### src/rtl/scpa_pkg.sv
// Shared types, constants and helpers for the size-class pool allocator.
package scpa_pkg;

    localparam int ADDR_W          = 17;
    localparam int REQ_W           = 16;
    localparam int CFG_W           = 14;
    localparam int NUM_REGS        = 4;
    localparam int IDX_W           = 2;
    localparam int MAX_CLASSES     = 8;
    localparam int CLASS_W         = 3;
    localparam int CLS_OUT_W       = 2;
    localparam int STATUS_W        = 2;
    localparam int BASE_CLASS_BYTES = 16;

    localparam int GRANULE_BYTES   = 16;
    localparam int PAGE_BYTES      = 8192;
    localparam int GRAN_W          = $clog2(GRANULE_BYTES);
    localparam int PAGE_W          = $clog2(PAGE_BYTES);
    localparam int LINK_W          = ADDR_W - GRAN_W;
    localparam int LINK_DEPTH      = 2 ** LINK_W;

    localparam int QUEUE_DEPTH     = 2;

    localparam int DEF_NUM_CLASSES = 4;
    localparam int DEF_NUM_PAGES   = 16;

    typedef enum logic {
        OP_ALLOC = 1'b0,
        OP_FREE  = 1'b1
    } op_t;

    typedef enum logic [STATUS_W-1:0] {
        ST_OK            = 2'd0,
        ST_NOT_POOLED    = 2'd1,
        ST_OUT_OF_MEMORY = 2'd2
    } status_t;

    typedef struct packed {
        op_t               op;
        logic              no_pool;
        logic [CLASS_W-1:0] cls;
        logic [CFG_W-1:0]  size;
        logic [LINK_W-1:0] granule;
    } job_t;

    // Block size as carved: at least one granule, at most a page, granule multiple.
    function automatic logic [CFG_W-1:0] eff_size(input logic [CFG_W-1:0] v);
        logic [CFG_W:0] t;
        t = {1'b0, v};
        if (t < (CFG_W+1)'(GRANULE_BYTES))
        begin
            t = (CFG_W+1)'(GRANULE_BYTES);
        end
        if (t > (CFG_W+1)'(PAGE_BYTES))
        begin
            t = (CFG_W+1)'(PAGE_BYTES);
        end
        t = t + (CFG_W+1)'(GRANULE_BYTES - 1);
        t[GRAN_W-1:0] = '0;
        return t[CFG_W-1:0];
    endfunction

endpackage

### src/rtl/scpa_queue.sv
// Short job queue between front and back end.
module scpa_queue (
    input  logic           clk,
    input  logic           rst_n,
    input  logic           push_valid,
    output logic           push_ready,
    input  scpa_pkg::job_t push_job,
    output logic           pop_valid,
    input  logic           pop_ready,
    output scpa_pkg::job_t pop_job
);

    localparam int PTR_W = (scpa_pkg::QUEUE_DEPTH > 1) ? $clog2(scpa_pkg::QUEUE_DEPTH) : 1;
    localparam int CNT_W = $clog2(scpa_pkg::QUEUE_DEPTH + 1);

    scpa_pkg::job_t     slot_reg [scpa_pkg::QUEUE_DEPTH];
    logic [PTR_W-1:0]   wr_ptr_reg;
    logic [PTR_W-1:0]   rd_ptr_reg;
    logic [CNT_W-1:0]   count_reg;
    logic               do_push;
    logic               do_pop;

    assign push_ready = count_reg != CNT_W'(scpa_pkg::QUEUE_DEPTH);
    assign pop_valid  = count_reg != '0;
    assign pop_job    = slot_reg[rd_ptr_reg];
    assign do_push    = push_valid && push_ready;
    assign do_pop     = pop_valid && pop_ready;

    always_ff @(posedge clk or negedge rst_n)
    begin
        if (!rst_n)
        begin
            wr_ptr_reg <= '0;
            rd_ptr_reg <= '0;
            count_reg  <= '0;
        end
        else
        begin
            if (do_push)
            begin
                wr_ptr_reg <= (wr_ptr_reg == PTR_W'(scpa_pkg::QUEUE_DEPTH - 1))
                              ? '0 : wr_ptr_reg + 1'b1;
            end
            if (do_pop)
            begin
                rd_ptr_reg <= (rd_ptr_reg == PTR_W'(scpa_pkg::QUEUE_DEPTH - 1))
                              ? '0 : rd_ptr_reg + 1'b1;
            end
            if (do_push && !do_pop)
            begin
                count_reg <= count_reg + 1'b1;
            end
            else if (do_pop && !do_push)
            begin
                count_reg <= count_reg - 1'b1;
            end
        end
    end

    always_ff @(posedge clk)
    begin
        if (do_push)
        begin
            slot_reg[wr_ptr_reg] <= push_job;
        end
    end

endmodule

### config.mk
export PLATFORM = sky130hd
export DESIGN_NAME = scpa_queue
export DESIGN_NICKNAME = d
export VERILOG_FILES = /design/src/rtl/scpa_pkg.sv /design/src/rtl/scpa_queue.sv
export SDC_FILE = /design/constraint.sdc
export NUM_CORES = 1
export LEC_CHECK = 0
export BUFFER_PORTS_ARGS = -buffer_cell sky130_fd_sc_hd__buf_4
export CORE_UTILIZATION = 30
export DETAILED_ROUTE_END_ITERATION = 8
export PLACE_DENSITY_LB_ADDON = 0.05
export RECOVER_POWER = 100
export SLEW_MARGIN = 5
export SYNTH_ARGS = -nofsm -noshare
export SYNTH_HDL_FRONTEND = slang
export SYNTH_SLANG_ARGS = --single-unit
### constraint.sdc
create_clock -name clk -period 2.35 [get_ports clk]
set_input_delay 0.47 -clock clk [delete_from_list [all_inputs] [get_ports clk]]
set_output_delay 0.47 -clock clk [all_outputs]
set_load 0.1 [all_outputs]
==> results.json <==
{
  "status": "completed",
  "critPathArrivalTime_ns": 1.70,
  "worstPathCellList": "clkbuf_4 -> mux2_2 -> clkbuf_4",
  "synth_top_area_frac": 0.723,
  "worst-r2r-setup-slack_ns": 0.42,
  "dr.pass1.iters": 4,
  "ys_warn_count": 0,
  "synth_edf_count": 64,
  "antenna_left": 0,
  "cts_made_buffers": 9,
  "io_pins": 70,
  "synth_area_leaders": "edfxtp_1, mux2_4, dfrtp_1",
  "syn_avg_cell_area_sq_um": 22.5,
  "dieArea_sq_um": 9240,
  "min_to": "slot_reg[1][20]$_DFFE_PP_",
  "cts_sinks": 68,
  "drtIter0Drc": 30,
  "cts_resized": 0,
  "avgRoutedWirePerCell_um": 14.7,
  "fin_worst_skew_ns": 0.00766,
  "synth-seq-cells": 68,
  "path_class": "reg2out",
  "gr-total-overflow": 0,
  "largest_reg_flops": 64,
  "crit_fanout": 19,
  "routabilityCongestion": 0.612,
  "finalSetupViolCount": 0,
  "critPathMaxStageDelay_ns": 0.38,
  "timing.setup.tns_ns": 0,
  "timing.final.crit_share": 0.924,
  "grt_usage": 0.108,
  "chipWidth_um": 96.1,
  "grt_pass1_vias": 1420,
  "drc": 0,
  "crit_path_end_kind": "output port",
  "rsz0062_at_grt": "no",
  "clock_latency_ns": 0.33,
  "syn_inst": 118,
  "drv_slew": 0,
  "area_growth_pct": 28.5,
  "grt_first_pass_wirelength_mm": 6.98,
  "cp_common_cell": "clkbuf_4",
  "fmax_mhz": 461,
  "synth.yosys.seq_area_share": 0.760,
  "cap_violations": 0,
  "vias": 1287,
  "yosysMostFrequentCell": "edfxtp_1",
  "worst-path-buf-inv": 2,
  "tightestPinTransition_ns": 0.881,
  "cpLargestDelayFamily": "buffers and inverters",
  "hold_viol": 0,
  "yosysUniqueCellTypes": 16,
  "syn_nets": 155,
  "totalWireLength_mm": 4.55,
  "synth_area_sq_um": 2660,
  "core_sq_um": 8380,
  "crit-reg2reg-capture": "slot_reg[0][15]$_DFFE_PP_",
  "cts_tree": "built",
  "async_flop_share": 0.0588,
  "reg2reg_from": "count_reg[0]$_DFFE_PN0P_",
  "min_from": "push_job[20]",
  "relSlewSlack": 0.412,
  "r2r_cells": 4,
  "numPortBuffers": 69,
  "h-tree-depth": 3,
  "rows": 33,
  "hold_class": "in2reg",
  "yosys.area.top_type": "edfxtp_1",
  "synth_ff_type": "edfxtp_1",
  "antenna_cells": 0,
  "grt_start_max_net_pins": 20,
  "synthTopCellsByCount": "edfxtp_1, mux2_4, dfrtp_1",
  "viasPerCell": 4.17,
  "start_util": 0.317,
  "slowest_stage": "mux2_2",
  "period_minus_slack_ns": 2.17,
  "final_nets": 236,
  "cts.clk_slew.worst_paths_ns": 0.07,
  "die_h_um": 96.1,
  "antenna_found_initial": 0,
  "whs_path_depth": 1,
  "drive_above_1_share": 0.549,
  "clockBufferDepth": 2,
  "startpoint_type": "register",
  "required_ns": 1.88,
  "cts-root-buf": "clkbuf_8"
}
==> placed cells by master (no fill, tap or decap) <==
cell type      instances
edfxtp_1              64
clkinv_1               2
inv_1                  1
nand2_2                1
buf_4                  6
clkinvlp_4             1
clkbuf_1              11
dlygate4sd3_1          1
xor2_1                 2
dfrtp_2                1
nor2_1                 1
clkbuf_8               9
buf_12                 2
nand2b_2               1
clkbuf_2              15
nand2_1                1
clkbuf_4              40
dfrtp_1                3
or2_0                  1
mux2_4                29
mux2_2                 3
ha_1                   1
bufinv_16              1
nor2_2                 1
clkinv_2               2
xnor2_1                3
and3_1                 1
==> cell type report <==
type / count / area [sq um]
Sequential cell: 68 / 2020
Timing Repair Buffer: 74 / 508
Clock inverter: 6 / 55.1
Clock buffer: 10 / 128
Multi-Input combinational cell: 45 / 567
Fill cell: 804 / 4970
Tap cell: 105 / 131
Inverter: 1 / 3.75
==> metal layers <==
metal	GRT usage	wire length [um]	vias up	share of wire
li1	-	-	616	-
met1	0.117	1900	620	0.42
met2	0.187	2290	42	0.50
met3	0.0308	270	9	0.059
met4	0.0634	96	0	0.021
met5	0	0	-	0
==> stage by stage <==
step	utilization	instance area (sq um)	hold slack [ns]	instances	worst slack, ns
finish	0.408	3420	0.347	309	0.180
detailed placement	0.394	3300	0.273	292	0.581
floorplan	-	2670	0.174	118	0.325
global placement	0.394	3300	0.269	292	0.599
global route	0.408	3420	0.322	309	0.0915
CTS	0.417	3500	0.300	309	0.220
==> how the worst max path moves through the flow <==
stage,start,to,slack [ns],cells after the start
CTS,rd_ptr_reg$_DFFE_PN0P_,pop_job[11],0.22,3
global route,rd_ptr_reg$_DFFE_PN0P_,pop_job[12],0.09,3
detailed placement,rd_ptr_reg$_DFFE_PN0P_,pop_job[11],0.58,3
floorplan,count_reg[0]$_DFFE_PN0P_,slot_reg[0][0]$_DFFE_PP_,0.33,3
global placement,rd_ptr_reg$_DFFE_PN0P_,pop_job[12],0.60,3
finish,rd_ptr_reg$_DFFE_PN0P_,pop_job[12],0.18,3
==> what timing repair did <==
| action | in CTS | in global routing |
|---|---|---|
| hold buffers | 1 | 0 |
| setup buffers | 0 | 0 |
| endpoints found under the hold margin | 4 | 0 |
==> kinds of logic (layout without fill, tap and decap cells) <==
| family | count (synthesis) | count (layout) | share of synthesized area |
|---|---|---|---|
| DFF | 68 | 68 | 0.760 |
| xor gates and xnor gates | 5 | 5 | 0.0165 |
| buffers and inverters | 5 | 91 | 0.0282 |
| and+or+nand+nor | 7 | 7 | 0.0137 |
| muxes | 32 | 32 | 0.176 |
| adders and majority gates | 1 | 1 | 0.00471 |
Power is not shown: default switching activity piles up to over one toggle a cycle in this logic, so the estimate is an artifact.
