### config.mk
export PLATFORM = sky130hd
export DESIGN_NAME = scpa_front
export DESIGN_NICKNAME = d
export VERILOG_FILES = /design/src/rtl/scpa_pkg.sv /design/src/rtl/scpa_front.sv
export SDC_FILE = /design/constraint.sdc
export NUM_CORES = 1
export LEC_CHECK = 0
export BUFFER_PORTS_ARGS = -buffer_cell sky130_fd_sc_hd__buf_4
export CAP_MARGIN = 10
export CELL_PAD_IN_SITES_DETAIL_PLACEMENT = 0
export CELL_PAD_IN_SITES_GLOBAL_PLACEMENT = 1
export CORE_MARGIN = 2
export CORE_UTILIZATION = 40
export CTS_BUF_LIST = sky130_fd_sc_hd__clkbuf_8
export DETAILED_ROUTE_END_ITERATION = 10
export GPL_ROUTABILITY_DRIVEN = 0
export PLACE_DENSITY_LB_ADDON = 0.1
export SLEW_MARGIN = 30
export SYNTH_ARGS = -nofsm -noshare
export SYNTH_HDL_FRONTEND = slang
export SYNTH_SLANG_ARGS = --single-unit
export TNS_END_PERCENT = 30
### constraint.sdc
create_clock -name clk -period 2.7 [get_ports clk]
set_clock_uncertainty 0.15 [all_clocks]
set_input_delay 0.27 -clock clk [delete_from_list [all_inputs] [get_ports clk]]
set_output_delay 0.27 -clock clk [all_outputs]
set_load 0.02 [all_outputs]
### src/rtl/scpa_pkg.sv
// Shared types, constants and helpers for the size-class pool allocator.
package scpa_pkg;

    localparam int ADDR_W          = 17;
    localparam int REQ_W           = 16;
    localparam int CFG_W           = 14;
    localparam int NUM_REGS        = 4;
    localparam int IDX_W           = 2;
    localparam int MAX_CLASSES     = 8;
    localparam int CLASS_W         = 3;
    localparam int CLS_OUT_W       = 2;
    localparam int STATUS_W        = 2;
    localparam int BASE_CLASS_BYTES = 16;

    localparam int GRANULE_BYTES   = 16;
    localparam int PAGE_BYTES      = 8192;
    localparam int GRAN_W          = $clog2(GRANULE_BYTES);
    localparam int PAGE_W          = $clog2(PAGE_BYTES);
    localparam int LINK_W          = ADDR_W - GRAN_W;
    localparam int LINK_DEPTH      = 2 ** LINK_W;

    localparam int QUEUE_DEPTH     = 2;

    localparam int DEF_NUM_CLASSES = 4;
    localparam int DEF_NUM_PAGES   = 16;

    typedef enum logic {
        OP_ALLOC = 1'b0,
        OP_FREE  = 1'b1
    } op_t;

    typedef enum logic [STATUS_W-1:0] {
        ST_OK            = 2'd0,
        ST_NOT_POOLED    = 2'd1,
        ST_OUT_OF_MEMORY = 2'd2
    } status_t;

    typedef struct packed {
        op_t               op;
        logic              no_pool;
        logic [CLASS_W-1:0] cls;
        logic [CFG_W-1:0]  size;
        logic [LINK_W-1:0] granule;
    } job_t;

    // Block size as carved: at least one granule, at most a page, granule multiple.
    function automatic logic [CFG_W-1:0] eff_size(input logic [CFG_W-1:0] v);
        logic [CFG_W:0] t;
        t = {1'b0, v};
        if (t < (CFG_W+1)'(GRANULE_BYTES))
        begin
            t = (CFG_W+1)'(GRANULE_BYTES);
        end
        if (t > (CFG_W+1)'(PAGE_BYTES))
        begin
            t = (CFG_W+1)'(PAGE_BYTES);
        end
        t = t + (CFG_W+1)'(GRANULE_BYTES - 1);
        t[GRAN_W-1:0] = '0;
        return t[CFG_W-1:0];
    endfunction

endpackage

### src/rtl/scpa_front.sv
// Front end: class size registers, request classification, queue push.
module scpa_front #(
    parameter int NUM_CLASSES = scpa_pkg::DEF_NUM_CLASSES
) (
    input  logic                          clk,
    input  logic                          rst_n,
    input  logic                          cfg_write,
    input  logic [scpa_pkg::IDX_W-1:0]    cfg_index,
    input  logic [scpa_pkg::CFG_W-1:0]    cfg_data,
    input  logic                          in_valid,
    output logic                          in_ready,
    input  logic                          op,
    input  logic [scpa_pkg::REQ_W-1:0]    request_bytes,
    input  logic [scpa_pkg::ADDR_W-1:0]   block_address,
    output logic                          push_valid,
    input  logic                          push_ready,
    output scpa_pkg::job_t                push_job
);

    // effective (clamped, rounded) block size per class
    logic [scpa_pkg::CFG_W-1:0] size_reg [NUM_CLASSES];

    logic                          hit;
    logic [scpa_pkg::CLASS_W-1:0]  cls;
    logic [scpa_pkg::CFG_W-1:0]    sel_size;

    always_ff @(posedge clk or negedge rst_n)
    begin
        if (!rst_n)
        begin
            for (int i = 0; i < NUM_CLASSES; i++)
            begin
                size_reg[i] <= scpa_pkg::eff_size(
                    scpa_pkg::CFG_W'(scpa_pkg::BASE_CLASS_BYTES << i));
            end
        end
        else if (cfg_write)
        begin
            for (int i = 0; i < NUM_CLASSES; i++)
            begin
                if (i < scpa_pkg::NUM_REGS && cfg_index == scpa_pkg::IDX_W'(i))
                begin
                    size_reg[i] <= scpa_pkg::eff_size(cfg_data);
                end
            end
        end
    end

    // lowest index whose block size covers the request
    always_comb
    begin
        hit      = 1'b0;
        cls      = '0;
        sel_size = '0;
        for (int i = NUM_CLASSES - 1; i >= 0; i--)
        begin
            if (scpa_pkg::REQ_W'(size_reg[i]) >= request_bytes)
            begin
                hit      = 1'b1;
                cls      = scpa_pkg::CLASS_W'(i);
                sel_size = size_reg[i];
            end
        end
    end

    always_comb
    begin
        push_job.op      = scpa_pkg::op_t'(op);
        push_job.no_pool = !hit;
        push_job.cls     = cls;
        push_job.size    = sel_size;
        push_job.granule = block_address[scpa_pkg::ADDR_W-1:scpa_pkg::GRAN_W];
    end

    assign push_valid = in_valid;
    assign in_ready   = push_ready;

endmodule

==> out/qor.csv <==
metric,value,unit
post-route setup slack,-0.258,ns
row count,32,
largest net degree at the start of global routing,41,
cell count after synthesis,376,
"count leader, synth",nand2_1,
critical path data arrival time,2.54,ns
cell internal pwr,1.27,mW
outcome,"complete, but fails checks",
synth cell count leaders,"nand2_1, o21ai_0, ha_1",
reg2reg end,size_reg[20],
fmax,338,MHz
later-pin clock latency in the skew report,0.28,ns
gr ovfl total,0,
cell mode on critical path,buf_4,
first-pass GRT wire length,14.3,mm
"Primary FF master, synth",dfrtp_1,
initial antenna violation count,0,
NetSw,686,uW
sequential share of power,40.6,%
Synth Cell Area,3250,sq um
CP max-delay cell,dfrtp_1,
buffer depth of the longest clock path,2,
post-layout minimum cycle time,2.96,ns
most area-consuming cells after synthesis,"dfrtp_1, ha_1, o21ai_0",
first-pass detailed-route iteration total,4,
placed insts,538,
clock-pin slew on the worst setup and hold paths,0.07,ns
RSZ-0062 raised after global routing,true,
reg2reg setup slack,1.63,ns
Rel. slew slack,56.6,%
crit path cell chain,"ha_1, o21a_1, o21ai_0, buf_4, a31oi_1, nor2_1, buf_4, nor3_2, a211oi_4, buf_6",
layout cells sized above 1,35.8,%
clk root buf,clkbuf_8,
total vias in the final route,2836,
placeable core region,7810,sq um
Max-Cap Viols,0,
YS warnings,0,
"Req. time, crit path",2.28,ns
post-synthesis register bit count,40,
Synth area leader,dfrtp_1,
fin area,4180,sq um
CTS Sinks,40,
vias in the first global route,2872,
number of vias per cell,5.17,
max incr delay on CP,0.43,ns
Die W,94.1,um
Crit Path Max Fanout,6,
Peak VDD IR,264,uV
violated checks,negative setup slack,
I/O pin count,89,
Post-synth ARST share,100,%
post-synth top area share,27.8,%
hold endpoint,size_reg[51],
Hold Path Cell Cnt,4,
pre-CTS WS,-0.160,ns
Final #Nets,541,
hold crit path type,in -> reg,
Reg-to-Reg Start,size_reg[20],
max-slew violations,0,
combinational share of power,39.1,%
Hold WS,0.227,ns
Final HPWL DP,7.27,mm
Avg Inst Size Synth,8.63,sq um
Lkg Pwr,1.97,nW
number of diodes,0,
Least-Margin Pin Slew,0.649,ns
Post-DRT Antenna Nets,0,
CTS HTree Levels,2,
Initial Util,41.6,%
Layout area overhead,28.8,%
R2R depth,3,
Placed Area,3850,sq um
# DRC,0,
max reg flops,40,
Worst Setup Path Type,reg -> out,
die area,8850,sq um
Sw Ratio,35.2,%
CTS buffer count,5,
crit path capture type,output pin,
Final period util,110,%
Chip Height,94.1,um
"Seq/Total Area, Yosys",31.0,%
buffers added on ports,47,
Final Hold Viols,0,
TritonCTS clock tree,yes,
Wirelength per Cell,16.0,um
clock share of power,20.2,%
Global Route Usage Sum,21.0,%
Initial DRC Count,68,
crit start category,register,
final cell count without fillers,549,
Post-synth EDFFs,0,
Total Routed Length,8.81,mm
HP Start,cfg_data[9],
Synth cell types,51,
# setup viols final,13,
PwrDens,467,nW/um^2
[stage by stage]
step	power, mW	utilization (%)	TNS (ns)
floorplan	1.18	-	-0.0447
global placement	1.46	49.4	-1.53
detailed placement	1.48	49.4	-1.49
CTS	1.94	53.0	-3.20
global route	2.09	53.5	-4.30
finish	1.95	53.5	-2.85
[critical path, delay by kind of cell (launching register included)]
kind / cells / cell delay, ns
buffers and inverters: 3 / 0.54
and+or+nand+nor: 2 / 0.26
AOI/OAI and AO/OA: 4 / 0.72
adders and majority gates: 1 / 0.30
DFF: 1 / 0.43
[power by group through the flow]
| stage | Combinational [mW] | Clock, mW | Sequential, mW |
|---|---|---|---|
| 3_5_place_dp | 0.684 | 0 | 0.795 |
| 5_1_grt | 0.858 | 0.432 | 0.802 |
| 4_1_cts | 0.747 | 0.407 | 0.789 |
| 2_1_floorplan | 0.429 | 0 | 0.752 |
| 6_report | 0.763 | 0.395 | 0.793 |
| 3_3_place_gp | 0.669 | 0 | 0.793 |
[logic make-up after synthesis]
logic type	Yosys count	share of synthesized area [%]
compound gates	102	21.2
xor+xnor	7	1.89
fa+ha+maj	40	15.4
buf+inv	53	9.25
flops	40	31.0
other cells	1	0.116
simple gates	133	21.1
[placed cells by master (no fill, tap or decap), types with 4 or more instances in the layout]
cell / instances
buf_4: 92
nand2_1: 55
o21ai_0: 42
ha_1: 35
dfrtp_1: 35
nor2_1: 18
inv_1: 14
nand3_1: 12
nor3_2: 11
a21oi_1: 10
a31oi_1: 10
nor3b_1: 9
a211oi_2: 9
clkbuf_8: 6
conb_1: 5
a21o_1: 4
nor3_1: 4
o21ai_1: 4
xnor2_1: 4
dfstp_2: 4
[worst max-delay path by stage]
stage                           startpoint      endpoint
after CTS                     size_reg[47]  push_job[22]
final                         size_reg[40]  push_job[21]
after global routing          size_reg[48]  push_job[28]
after floorplan               size_reg[20]  push_job[21]
after global placement    request_bytes[6]  push_job[28]
after detailed placement      size_reg[48]  push_job[28]
[layout make-up]
| class | count | area (sq um) |
|---|---|---|
| fillers | 753 | 3630 |
| multi-input cells | 287 | 2150 |
| flip-flops and latches | 40 | 1010 |
| repair buffers | 97 | 749 |
| well taps | 102 | 128 |
| clock buffers | 6 | 82.6 |
| inverters | 15 | 56.3 |
| clock inverters | 2 | 10.0 |
[routing by layer]
| metal | routed length (um) | vias up | global-route usage [%] |
|---|---|---|---|
| li1 | - | 1462 | - |
| met1 | 4230 | 1305 | 29.1 |
| met2 | 4120 | 65 | 35.7 |
| met3 | 382 | 4 | 1.28 |
| met4 | 78 | 0 | 5.56 |
| met5 | 0 | - | 0 |
[timing repair]
item | CTS | global route
pin swaps | 17 | 2
gates cloned | 0 | 0
gates resized for setup | 27 | 10
hold endpoints to repair | 36 | 0
endpoints found under the setup margin | 13 | 13
setup buffers | 3 | 0
hold buffers | 1 | 0
Note: power is estimated with default switching activity, not from simulation.
